<file path="config.mk">
export PLATFORM = sky130hd
export DESIGN_NAME = ps2_mouse_packet_assembler_core
export DESIGN_NICKNAME = d
export VERILOG_FILES = /design/src/ps2pa_pkg.sv /design/src/ps2pa_front.sv /design/src/ps2pa_queue.sv /design/src/ps2pa_back.sv /design/src/ps2pa_core_top.sv
export SDC_FILE = /design/constraint.sdc
export NUM_CORES = 1
export LEC_CHECK = 0
export ABC_AREA = 1
export CAP_MARGIN = 20
export CORE_ASPECT_RATIO = 0.9
export CORE_MARGIN = 2
export CORE_UTILIZATION = 57
export DETAILED_ROUTE_END_ITERATION = 8
export DONT_BUFFER_PORTS = 1
export PLACE_DENSITY = 0.76
export SLEW_MARGIN = 20
export SYNTH_ARGS = -nofsm -noshare
export SYNTH_HDL_FRONTEND = slang
export SYNTH_SLANG_ARGS = --single-unit
</file>
<file path="constraint.sdc">
create_clock -name clock -period 5.09 [get_ports clock]
set_input_delay 1.018 -clock clock [delete_from_list [all_inputs] [get_ports clock]]
set_output_delay 1.018 -clock clock [all_outputs]
set_load 0.1 [all_outputs]
</file>
<file path="src/ps2pa_pkg.sv">
package ps2pa_pkg;

   // Request codes on req_type.
   localparam logic REQ_BYTE    = 1'b0;
   localparam logic REQ_CONSUME = 1'b1;

   // Reply codes on rsp_reply_kind.
   localparam logic KIND_PACKET  = 1'b0;
   localparam logic KIND_CONSUME = 1'b1;

   // Bit positions inside the first packet byte.
   localparam int SYNC_BIT_POS  = 3;
   localparam int XSIGN_BIT_POS = 4;
   localparam int YSIGN_BIT_POS = 5;

   localparam int BUTTON_BITS = 3;
   localparam int LIMIT_BITS  = 11;
   localparam int ACC_BITS    = 12;
   localparam int DX_BITS     = 9;
   localparam int DY_BITS     = 10;
   localparam int POS_OUT_BITS = 32;

   // Configuration register indexes and reset values.
   localparam int CSR_INDEX_BITS = 2;
   localparam logic [CSR_INDEX_BITS-1:0] CSR_DELTA_LIMIT     = 2'd0;
   localparam logic [CSR_INDEX_BITS-1:0] CSR_ACCUMULATE_MODE = 2'd1;
   localparam logic [LIMIT_BITS-1:0] LIMIT_RESET = 11'd2000;
   localparam logic MODE_RESET = 1'b1;

   localparam int POSITION_BITS_DEFAULT = 32;

   // Command queue between the byte front end and the accumulator back end.
   localparam int QUEUE_DEPTH = 2;
   localparam int QCOUNT_BITS = $clog2(QUEUE_DEPTH + 1);

   typedef enum logic [1:0] {
      PHASE_FIRST,
      PHASE_SECOND,
      PHASE_THIRD
   } phase_type;

   typedef struct packed {
      logic                   kind;
      logic [BUTTON_BITS-1:0] buttons;
      logic [DX_BITS-1:0]     dx;
      logic [DY_BITS-1:0]     dy;
   } cmd_type;

   typedef struct packed {
      logic    push;
      cmd_type cmd;
   } push_type;

   typedef struct packed {
      logic                   valid;
      logic                   full;
      logic [QCOUNT_BITS-1:0] count;
   } qstat_type;

   typedef struct packed {
      logic [LIMIT_BITS-1:0] delta_limit;
      logic                  accumulate_mode;
   } cfg_type;

endpackage

</file>
<file path="src/ps2pa_front.sv">
module ps2pa_front
   import ps2pa_pkg::*;
(
   input  logic      clock,
   input  logic      reset,
   input  logic      req_valid,
   output logic      req_stall,
   input  logic      req_type,
   input  logic [7:0] req_data_byte,
   input  qstat_type q_stat,
   output push_type  q_push
);

   phase_type  phase_ff, phase_in;
   logic [7:0] held0_ff, held0_in;
   logic [7:0] held1_ff, held1_in;
   logic       accept;
   logic [DY_BITS-1:0] dy_ext;

   assign req_stall = q_stat.full;
   assign accept    = req_valid && !q_stat.full;

   // Next state: the phase only moves on received bytes, never on consume.
   always_comb begin
      phase_in = phase_ff;
      held0_in = held0_ff;
      held1_in = held1_ff;
      if (accept && (req_type == REQ_BYTE)) begin
         unique case (phase_ff)
            PHASE_FIRST: begin
               if (req_data_byte[SYNC_BIT_POS]) begin
                  held0_in = req_data_byte;
                  phase_in = PHASE_SECOND;
               end
            end
            PHASE_SECOND: begin
               held1_in = req_data_byte;
               phase_in = PHASE_THIRD;
            end
            PHASE_THIRD: begin
               phase_in = PHASE_FIRST;
            end
            default: begin
               phase_in = PHASE_FIRST;
            end
         endcase
      end
   end

   assign dy_ext = {held0_ff[YSIGN_BIT_POS], held0_ff[YSIGN_BIT_POS], req_data_byte};

   // Outputs: a consume request or a finished packet becomes one command.
   always_comb begin
      q_push.push        = 1'b0;
      q_push.cmd.kind    = KIND_CONSUME;
      q_push.cmd.buttons = '0;
      q_push.cmd.dx      = '0;
      q_push.cmd.dy      = '0;
      if (accept) begin
         if (req_type == REQ_CONSUME) begin
            q_push.push = 1'b1;
         end else if (phase_ff == PHASE_THIRD) begin
            q_push.push        = 1'b1;
            q_push.cmd.kind    = KIND_PACKET;
            q_push.cmd.buttons = held0_ff[BUTTON_BITS-1:0];
            q_push.cmd.dx      = {held0_ff[XSIGN_BIT_POS], held1_ff};
            q_push.cmd.dy      = DY_BITS'(-dy_ext);
         end
      end
   end

   always_ff @(posedge clock) begin
      if (reset) begin
         phase_ff <= PHASE_FIRST;
      end else begin
         phase_ff <= phase_in;
      end
   end

   always_ff @(posedge clock) begin
      held0_ff <= held0_in;
      held1_ff <= held1_in;
   end

endmodule

</file>
<file path="src/ps2pa_queue.sv">
module ps2pa_queue
   import ps2pa_pkg::*;
(
   input  logic      clock,
   input  logic      reset,
   input  push_type  q_push,
   input  logic      pop,
   output qstat_type q_stat,
   output cmd_type   head
);

   localparam int PtrBits = (QUEUE_DEPTH > 1) ? $clog2(QUEUE_DEPTH) : 1;
   localparam logic [PtrBits-1:0] LastSlot = PtrBits'(QUEUE_DEPTH - 1);
   localparam logic [QCOUNT_BITS-1:0] FullCount = QCOUNT_BITS'(QUEUE_DEPTH);

   cmd_type                entries_ff [QUEUE_DEPTH];
   logic [PtrBits-1:0]     wr_ptr_ff, wr_ptr_in;
   logic [PtrBits-1:0]     rd_ptr_ff, rd_ptr_in;
   logic [QCOUNT_BITS-1:0] count_ff, count_in;
   logic                   do_push;
   logic                   do_pop;

   assign do_push = q_push.push && (count_ff != FullCount);
   assign do_pop  = pop && (count_ff != '0);

   assign q_stat.valid = (count_ff != '0);
   assign q_stat.full  = (count_ff == FullCount);
   assign q_stat.count = count_ff;
   assign head         = entries_ff[rd_ptr_ff];

   always_comb begin
      wr_ptr_in = wr_ptr_ff;
      rd_ptr_in = rd_ptr_ff;
      count_in  = count_ff;
      if (do_push) begin
         wr_ptr_in = (wr_ptr_ff == LastSlot) ? '0 : wr_ptr_ff + PtrBits'(1);
      end
      if (do_pop) begin
         rd_ptr_in = (rd_ptr_ff == LastSlot) ? '0 : rd_ptr_ff + PtrBits'(1);
      end
      if (do_push && !do_pop) begin
         count_in = count_ff + QCOUNT_BITS'(1);
      end else if (do_pop && !do_push) begin
         count_in = count_ff - QCOUNT_BITS'(1);
      end
   end

   always_ff @(posedge clock) begin
      if (reset) begin
         wr_ptr_ff <= '0;
         rd_ptr_ff <= '0;
         count_ff  <= '0;
      end else begin
         wr_ptr_ff <= wr_ptr_in;
         rd_ptr_ff <= rd_ptr_in;
         count_ff  <= count_in;
      end
   end

   always_ff @(posedge clock) begin
      if (do_push) begin
         entries_ff[wr_ptr_ff] <= q_push.cmd;
      end
   end

endmodule

</file>
<file path="src/ps2pa_back.sv">
module ps2pa_back
   import ps2pa_pkg::*;
#(
   parameter int POSITION_BITS = POSITION_BITS_DEFAULT
)
(
   input  logic                          clock,
   input  logic                          reset,
   input  cfg_type                       cfg,
   input  logic                          q_valid,
   input  cmd_type                       head,
   output logic                          pop,
   output logic                          rsp_valid,
   input  logic                          rsp_stall,
   output logic                          rsp_reply_kind,
   output logic [BUTTON_BITS-1:0]        rsp_buttons,
   output logic signed [DX_BITS-1:0]     rsp_packet_dx,
   output logic signed [DY_BITS-1:0]     rsp_packet_dy,
   output logic signed [ACC_BITS-1:0]    rsp_acc_dx_out,
   output logic signed [ACC_BITS-1:0]    rsp_acc_dy_out,
   output logic signed [POS_OUT_BITS-1:0] rsp_pos_x_out,
   output logic signed [POS_OUT_BITS-1:0] rsp_pos_y_out
);

   localparam int SumBits = ACC_BITS + 1;

   logic [ACC_BITS-1:0]      acc_dx_ff, acc_dx_in;
   logic [ACC_BITS-1:0]      acc_dy_ff, acc_dy_in;
   logic [POSITION_BITS-1:0] pos_x_ff, pos_x_in;
   logic [POSITION_BITS-1:0] pos_y_ff, pos_y_in;
   logic [BUTTON_BITS-1:0]   last_buttons_ff, last_buttons_in;
   logic                     rsp_valid_ff, rsp_valid_in;

   logic                          rsp_kind_ff;
   logic [BUTTON_BITS-1:0]        rsp_buttons_ff;
   logic [DX_BITS-1:0]            rsp_dx_ff;
   logic [DY_BITS-1:0]            rsp_dy_ff;
   logic [ACC_BITS-1:0]           rsp_acc_dx_ff, rsp_acc_dy_ff;
   logic [POS_OUT_BITS-1:0]       rsp_pos_x_ff, rsp_pos_y_ff;

   logic signed [SumBits-1:0] acc_x_ext, acc_y_ext, dx_ext, dy_ext;
   logic signed [SumBits-1:0] sum_x, sum_y, lim_pos;
   logic [ACC_BITS-1:0]       clamp_x, clamp_y;

   function automatic logic [ACC_BITS-1:0] clamp_sum(
      input logic signed [SumBits-1:0] v,
      input logic signed [SumBits-1:0] lim
   );
      logic signed [SumBits-1:0] r;
      if (v > lim) begin
         r = lim;
      end else if (v < -lim) begin
         r = -lim;
      end else begin
         r = v;
      end
      return r[ACC_BITS-1:0];
   endfunction

   assign pop = q_valid && (!rsp_valid_ff || !rsp_stall);

   assign acc_x_ext = {acc_dx_ff[ACC_BITS-1], acc_dx_ff};
   assign acc_y_ext = {acc_dy_ff[ACC_BITS-1], acc_dy_ff};
   assign dx_ext    = {{(SumBits-DX_BITS){head.dx[DX_BITS-1]}}, head.dx};
   assign dy_ext    = {{(SumBits-DY_BITS){head.dy[DY_BITS-1]}}, head.dy};
   assign lim_pos   = {{(SumBits-LIMIT_BITS){1'b0}}, cfg.delta_limit};
   assign sum_x     = acc_x_ext + dx_ext;
   assign sum_y     = acc_y_ext + dy_ext;
   assign clamp_x   = clamp_sum(sum_x, lim_pos);
   assign clamp_y   = clamp_sum(sum_y, lim_pos);

   always_comb begin
      acc_dx_in       = acc_dx_ff;
      acc_dy_in       = acc_dy_ff;
      pos_x_in        = pos_x_ff;
      pos_y_in        = pos_y_ff;
      last_buttons_in = last_buttons_ff;
      if (pop) begin
         if (head.kind == KIND_CONSUME) begin
            acc_dx_in = '0;
            acc_dy_in = '0;
         end else begin
            if (cfg.accumulate_mode) begin
               acc_dx_in = clamp_x;
               acc_dy_in = clamp_y;
            end else begin
               acc_dx_in = dx_ext[ACC_BITS-1:0];
               acc_dy_in = dy_ext[ACC_BITS-1:0];
            end
            pos_x_in        = pos_x_ff + POSITION_BITS'($signed(head.dx));
            pos_y_in        = pos_y_ff + POSITION_BITS'($signed(head.dy));
            last_buttons_in = head.buttons;
         end
      end
   end

   always_comb begin
      rsp_valid_in = rsp_valid_ff;
      if (pop) begin
         rsp_valid_in = 1'b1;
      end else if (!rsp_stall) begin
         rsp_valid_in = 1'b0;
      end
   end

   always_ff @(posedge clock) begin
      if (reset) begin
         acc_dx_ff       <= '0;
         acc_dy_ff       <= '0;
         pos_x_ff        <= '0;
         pos_y_ff        <= '0;
         last_buttons_ff <= '0;
         rsp_valid_ff    <= 1'b0;
      end else begin
         acc_dx_ff       <= acc_dx_in;
         acc_dy_ff       <= acc_dy_in;
         pos_x_ff        <= pos_x_in;
         pos_y_ff        <= pos_y_in;
         last_buttons_ff <= last_buttons_in;
         rsp_valid_ff    <= rsp_valid_in;
      end
   end

   // A consume reply reports the values held before clearing.
   always_ff @(posedge clock) begin
      if (pop) begin
         rsp_kind_ff <= head.kind;
         if (head.kind == KIND_CONSUME) begin
            rsp_buttons_ff <= last_buttons_ff;
            rsp_dx_ff      <= '0;
            rsp_dy_ff      <= '0;
            rsp_acc_dx_ff  <= acc_dx_ff;
            rsp_acc_dy_ff  <= acc_dy_ff;
         end else begin
            rsp_buttons_ff <= head.buttons;
            rsp_dx_ff      <= head.dx;
            rsp_dy_ff      <= head.dy;
            rsp_acc_dx_ff  <= acc_dx_in;
            rsp_acc_dy_ff  <= acc_dy_in;
         end
         rsp_pos_x_ff <= POS_OUT_BITS'($signed(pos_x_in));
         rsp_pos_y_ff <= POS_OUT_BITS'($signed(pos_y_in));
      end
   end

   assign rsp_valid      = rsp_valid_ff;
   assign rsp_reply_kind = rsp_kind_ff;
   assign rsp_buttons    = rsp_buttons_ff;
   assign rsp_packet_dx  = rsp_dx_ff;
   assign rsp_packet_dy  = rsp_dy_ff;
   assign rsp_acc_dx_out = rsp_acc_dx_ff;
   assign rsp_acc_dy_out = rsp_acc_dy_ff;
   assign rsp_pos_x_out  = rsp_pos_x_ff;
   assign rsp_pos_y_out  = rsp_pos_y_ff;

endmodule

</file>
<file path="src/ps2pa_core_top.sv">
// PS/2 mouse packet assembler.
// The request channel (req_valid / req_stall) carries either one byte
// received from the mouse or a consume request. A request is taken at any
// clock edge where req_valid is high and req_stall is low.
// Bytes are gathered into three-byte packets; a first byte without its sync
// bit is dropped. The third byte of a packet and every consume request each
// produce exactly one reply on the response channel (rsp_valid / rsp_stall).
// One request is accepted per cycle while req_stall is low. A reply passes
// through the command queue that follows the byte front end and then the
// output register of the accumulator stage.
// When the receiver stalls, the reply holds in the output register, the
// two-entry queue fills behind it, and req_stall rises once it is full.
// The configuration channel (csr_valid / csr_ready) is always ready and
// writes the delta limit (index 0) or the accumulate mode (index 1).
// Synchronous reset returns the packet phase to the first byte, clears the
// accumulators, the position and the last buttons, empties the queue, and
// restores a limit of 2000 with accumulate mode on.
module ps2_mouse_packet_assembler_core
   import ps2pa_pkg::*;
#(
   parameter int POSITION_BITS = POSITION_BITS_DEFAULT
)
(
   input  logic                           clock,
   input  logic                           reset,
   input  logic                           req_valid,
   output logic                           req_stall,
   input  logic                           req_type,
   input  logic [7:0]                     req_data_byte,
   output logic                           rsp_valid,
   input  logic                           rsp_stall,
   output logic                           rsp_reply_kind,
   output logic [BUTTON_BITS-1:0]         rsp_buttons,
   output logic signed [DX_BITS-1:0]      rsp_packet_dx,
   output logic signed [DY_BITS-1:0]      rsp_packet_dy,
   output logic signed [ACC_BITS-1:0]     rsp_acc_dx_out,
   output logic signed [ACC_BITS-1:0]     rsp_acc_dy_out,
   output logic signed [POS_OUT_BITS-1:0] rsp_pos_x_out,
   output logic signed [POS_OUT_BITS-1:0] rsp_pos_y_out,
   input  logic                           csr_valid,
   output logic                           csr_ready,
   input  logic [CSR_INDEX_BITS-1:0]      csr_index,
   input  logic [LIMIT_BITS-1:0]          csr_wdata
);

   cfg_type   cfg_ff, cfg_in;
   push_type  q_push;
   qstat_type q_stat;
   cmd_type   head;
   logic      pop;

   // The register file never pushes back; writes to unknown indexes are dropped.
   assign csr_ready = 1'b1;

   always_comb begin
      cfg_in = cfg_ff;
      if (csr_valid && csr_ready) begin
         if (csr_index == CSR_DELTA_LIMIT) begin
            cfg_in.delta_limit = csr_wdata;
         end else if (csr_index == CSR_ACCUMULATE_MODE) begin
            cfg_in.accumulate_mode = csr_wdata[0];
         end
      end
   end

   always_ff @(posedge clock) begin
      if (reset) begin
         cfg_ff.delta_limit     <= LIMIT_RESET;
         cfg_ff.accumulate_mode <= MODE_RESET;
      end else begin
         cfg_ff <= cfg_in;
      end
   end

   // Front end: tracks the packet phase and turns requests into commands.
   ps2pa_front u_front (
      .clock         (clock),
      .reset         (reset),
      .req_valid     (req_valid),
      .req_stall     (req_stall),
      .req_type      (req_type),
      .req_data_byte (req_data_byte),
      .q_stat        (q_stat),
      .q_push        (q_push)
   );

   // Short queue that lets the front end keep taking bytes during a stall.
   ps2pa_queue u_queue (
      .clock  (clock),
      .reset  (reset),
      .q_push (q_push),
      .pop    (pop),
      .q_stat (q_stat),
      .head   (head)
   );

   // Back end: accumulators, position and the registered reply.
   ps2pa_back #(
      .POSITION_BITS (POSITION_BITS)
   ) u_back (
      .clock          (clock),
      .reset          (reset),
      .cfg            (cfg_ff),
      .q_valid        (q_stat.valid),
      .head           (head),
      .pop            (pop),
      .rsp_valid      (rsp_valid),
      .rsp_stall      (rsp_stall),
      .rsp_reply_kind (rsp_reply_kind),
      .rsp_buttons    (rsp_buttons),
      .rsp_packet_dx  (rsp_packet_dx),
      .rsp_packet_dy  (rsp_packet_dy),
      .rsp_acc_dx_out (rsp_acc_dx_out),
      .rsp_acc_dy_out (rsp_acc_dy_out),
      .rsp_pos_x_out  (rsp_pos_x_out),
      .rsp_pos_y_out  (rsp_pos_y_out)
   );

`ifndef SYNTH
   // No reply may be pending in the cycle after reset.
   a_reset_clears_reply: assert property (@(posedge clock) reset |=> !rsp_valid)
      else $error("reply pending right after reset");

   // The queue never holds more commands than it has slots.
   a_queue_bound: assert property (@(posedge clock) disable iff (reset)
      q_stat.count <= QCOUNT_BITS'(QUEUE_DEPTH))
      else $error("command queue overfilled");

   // A consume reply never carries packet deltas.
   a_consume_zero: assert property (@(posedge clock) disable iff (reset)
      (rsp_valid && rsp_reply_kind == KIND_CONSUME) |->
      (rsp_packet_dx == '0 && rsp_packet_dy == '0))
      else $error("consume reply with nonzero packet delta");

   // The negated Y delta stays within the nine-bit range, mirrored.
   a_dy_range: assert property (@(posedge clock) disable iff (reset)
      (rsp_valid && rsp_reply_kind == KIND_PACKET) |->
      (rsp_packet_dy >= -10'sd255 && rsp_packet_dy <= 10'sd256))
      else $error("packet Y delta out of range");
`endif

endmodule
</file>
==> results.toml <==
[clock_network]
cts-hold-fix-buffers = 0
cts_tree = "yes"
cts_root_buf = "clkbuf_16"
htree_levels = 1
cts.path.max_buffers = 3
clkTransAtPathRegs_ns = 0.07
source_to_sink_clock_delay_at_the_later_pin_of_the_worst_skew_pair_ns = 0.57
clock-sinks = 281
cts-buffers-inserted = 29

[yosys]
synth-compound-area-share_pct = 9.664
synth_nets = 2570
synth_enable_flop_cells = 170
postSynthRegisterBits = 281
synthesis.yosys.warnings = 0
post_synth_xor_area_fraction_pct = 2.338
post_synth.cell_area_avg_sq_um = 7.481
post_synthesis_cell_area_sq_mm = 0.01798
synthFlopType = "edfxtp_1"
synth_top_family_by_area = "simple AND/OR/NAND/NOR gates"
synth_cell_types = 49
synth_area_in_simple_gates_pct = 28.57
netlist_instances = 2404
synthArstFlopShare_pct = 0
synth_seq_area_share_pct = 40.74
adder_cell_fraction_of_synth_area_pct = 9.838
share_of_cell_area_taken_by_muxes_after_synthesis_pct = 0

[drt]
detail_route.drc_violations = 0
dr.pass1.iters = 6
detail_route.vias_per_cell = 5.549
postRouteAntennaNets = 0
dr.first_iter.drc_count = 1310
postRouteWirelength_um = 49670
avgRoutedWirePerCell_um = 17.50
routed-via-count = 15754

[cells_and_area]
proportion_of_layout_cells_with_a_drive_suffix_above_1_pct = 6.834
final_nets = 2572
area_delta_synth_final_pct = 8.502
finalNonFillerCells = 2839

[critical_path]
timing.critical_path.max_delay_family = "simple AND/OR/NAND/NOR gates"
setup.worst_path.start_class = "flop"
slowest_library_cell_on_the_worst_path = "dfxtp_4"
timing_worst_setup_path_type = "reg -> reg"
worst_path_max_fanout = 24
timing.critical_path.to_type = "flop"
critPathMaxStageDelay_ns = 0.48
crit_arrival_ns = 4.92
required_ns = 5.42
critical_path_buf_inv_count = 5
reg2reg_slack_ns = 0.50
critical_path.most_common_cell = "nand2_1"

[flow_run]
drv.max_cap_violation_count = 0

[global_route]
antenna_found_initial = 1
maximum_number_of_pins_on_one_net_before_global_route_repair = 97
via_count_of_the_first_global_routing_pass = 14941
globalRouteOverflowTotal = 0
global_route_wire_length_before_repair_um = 79220
gr-usage-all-layers_pct = 30.28

[die]
initial_core_util_pct = 58.04
die_h_um = 172.5
dieArea_sq_mm = 0.03299
top_level_ports = 141
placeable_core_region_sq_mm = 0.03099
floorplan.die.width_um = 191.2
rows = 61

[power]
ir_drop_v = 0.0005481
power_per_cell_area_mw_per_mm2 = 648.6
cellLeakagePower_nw = 9.714

[run_status]
outcome = "finished, final reports clean"

[sta]
timing_worst_slew_pin_value_ns = 1.061
fin_skew_ns = 0.009086
grt_setup_unrepaired = "false"
period_share_pct = 90.21
tns_ns = 0
finalCriticalPeriod_ns = 4.592
setup_viol_count_final = 0
timing.slew.headroom_pct = 29.22
hold_viol_final = 0
timing.final.max_slew_violations = 0
timing.fmax_ghz = 0.2178

[worst_hold_path]
min-delay-path-class = "reg -> reg"

[placed_design]
place.detailed.hpwl_um = 37210
dpl.cell_count = 2784
placement.io_buffers = 0
place_congestion = 0.9653
==> worst reg2reg max path, delay by kind of cell, from the launching register on <==
kind                       cells  cell delay, ns
adders and majority gates      3            1.08
and+or+nand+nor               18            1.90
buffers and inverters          5            0.53
DFF                            1            0.48
AOI/OAI and AO/OA              2            0.39
==> cell type report <==
cell class              count  area, sq um
diodes                      1        2.502
clock buffers              31        743.2
clock inverters            23        316.6
fillers                  2789        11470
inverters                 341         1285
multi-input cells        1722         9090
flip-flops and latches    281         7331
well taps                 409        511.7
repair buffers             31        232.7
==> kinds of logic after synthesis <==
| kind of cell | Yosys count |
|---|---|
| compound gates | 310 |
| fa+ha+maj | 139 |
| other cells | 1 |
| flops | 281 |
| xor+xnor | 48 |
| simple gates | 1224 |
| buf+inv | 401 |
==> flip-flops by register name (all words and copies together) (netlist names), 32 cells and up, named ones only <==
signal                count
u_back.pos_x_ff          32
u_back.rsp_pos_x_out     32
u_back.rsp_pos_y_out     32
u_queue.entries_ff       46
u_back.pos_y_ff          32
==> per-layer routing <==
metal / global-route usage (%) / wire (um) / up-vias
met1: 45.14 / 23180 / 7308
li1: - / - / 7810
met5: 0 / 0 / -
met4: 7.436 / 1266 / 0
met2: 45.74 / 21380 / 551
met3: 4.938 / 3850 / 85
==> layout by cell type (no fill, tap or decap), types with 26 or more instances in the layout <==
cell / synthesis / layout
clkbuf_16: 0 / 29
edfxtp_1: 170 / 170
xor2_1: 26 / 26
buf_4: 2 / 31
nand4_1: 29 / 29
a21oi_1: 126 / 126
dfxtp_1: 111 / 110
nor2_1: 270 / 267
o21ai_0: 106 / 106
ha_1: 135 / 135
inv_1: 331 / 330
nand2_1: 661 / 661
nand3_1: 175 / 175
==> Yosys cell counts, types with 22 or more instances <==
| cell type | number | area, sq um |
|---|---|---|
| xnor2_1 | 22 | 192.7 |
| a21oi_1 | 126 | 630.6 |
| o21ai_0 | 106 | 530.5 |
| nor2_1 | 270 | 1013 |
| ha_1 | 135 | 1689 |
| nand2_1 | 661 | 2481 |
| nand4_1 | 29 | 181.4 |
| nand3_1 | 175 | 875.8 |
| or2_2 | 23 | 143.9 |
| inv_1 | 331 | 1242 |
| xor2_1 | 26 | 227.7 |
| dfxtp_1 | 111 | 2222 |
| clkbuf_1 | 31 | 116.4 |
| edfxtp_1 | 170 | 5105 |
==> repair_timing <==
action,in CTS,in global routing
resized for setup,0,2
setup buffers,0,0
setup endpoints to repair,0,36
==> through the flow <==
stage	cell area, sq um	power [mW]	worst slack [ns]	util [%]	hold slack [ns]
after floorplan	17980	9.188	0.9356	-	0.4256
after global placement	18440	10.19	0.2270	59.50	0.4378
after detailed placement	18440	10.27	0.1289	59.52	0.4518
after CTS	19500	12.65	0.1074	62.94	0.4567
after global routing	19510	13.39	0.1214	62.96	0.4795
final	19510	12.66	0.4983	62.97	0.4538
==> final timing paths <==
check                          from                       end  cells past startpoint
hold reg to reg   u_queue.rd_ptr_ff                      flop                      1
setup reg to reg               flop  u_back.rsp_acc_dx_out[3]                     28
hold / removal    u_queue.rd_ptr_ff                      flop                      1
setup / recovery               flop  u_back.rsp_acc_dx_out[3]                     28
==> power by group <==
group | internal (mW) | switching [mW]
clock | 1.42 | 0.933
sequential | 3.11 | 2.95
combinational | 1.28 | 2.97
total | 5.81 | 6.85
(Power assumes the default switching activity.)
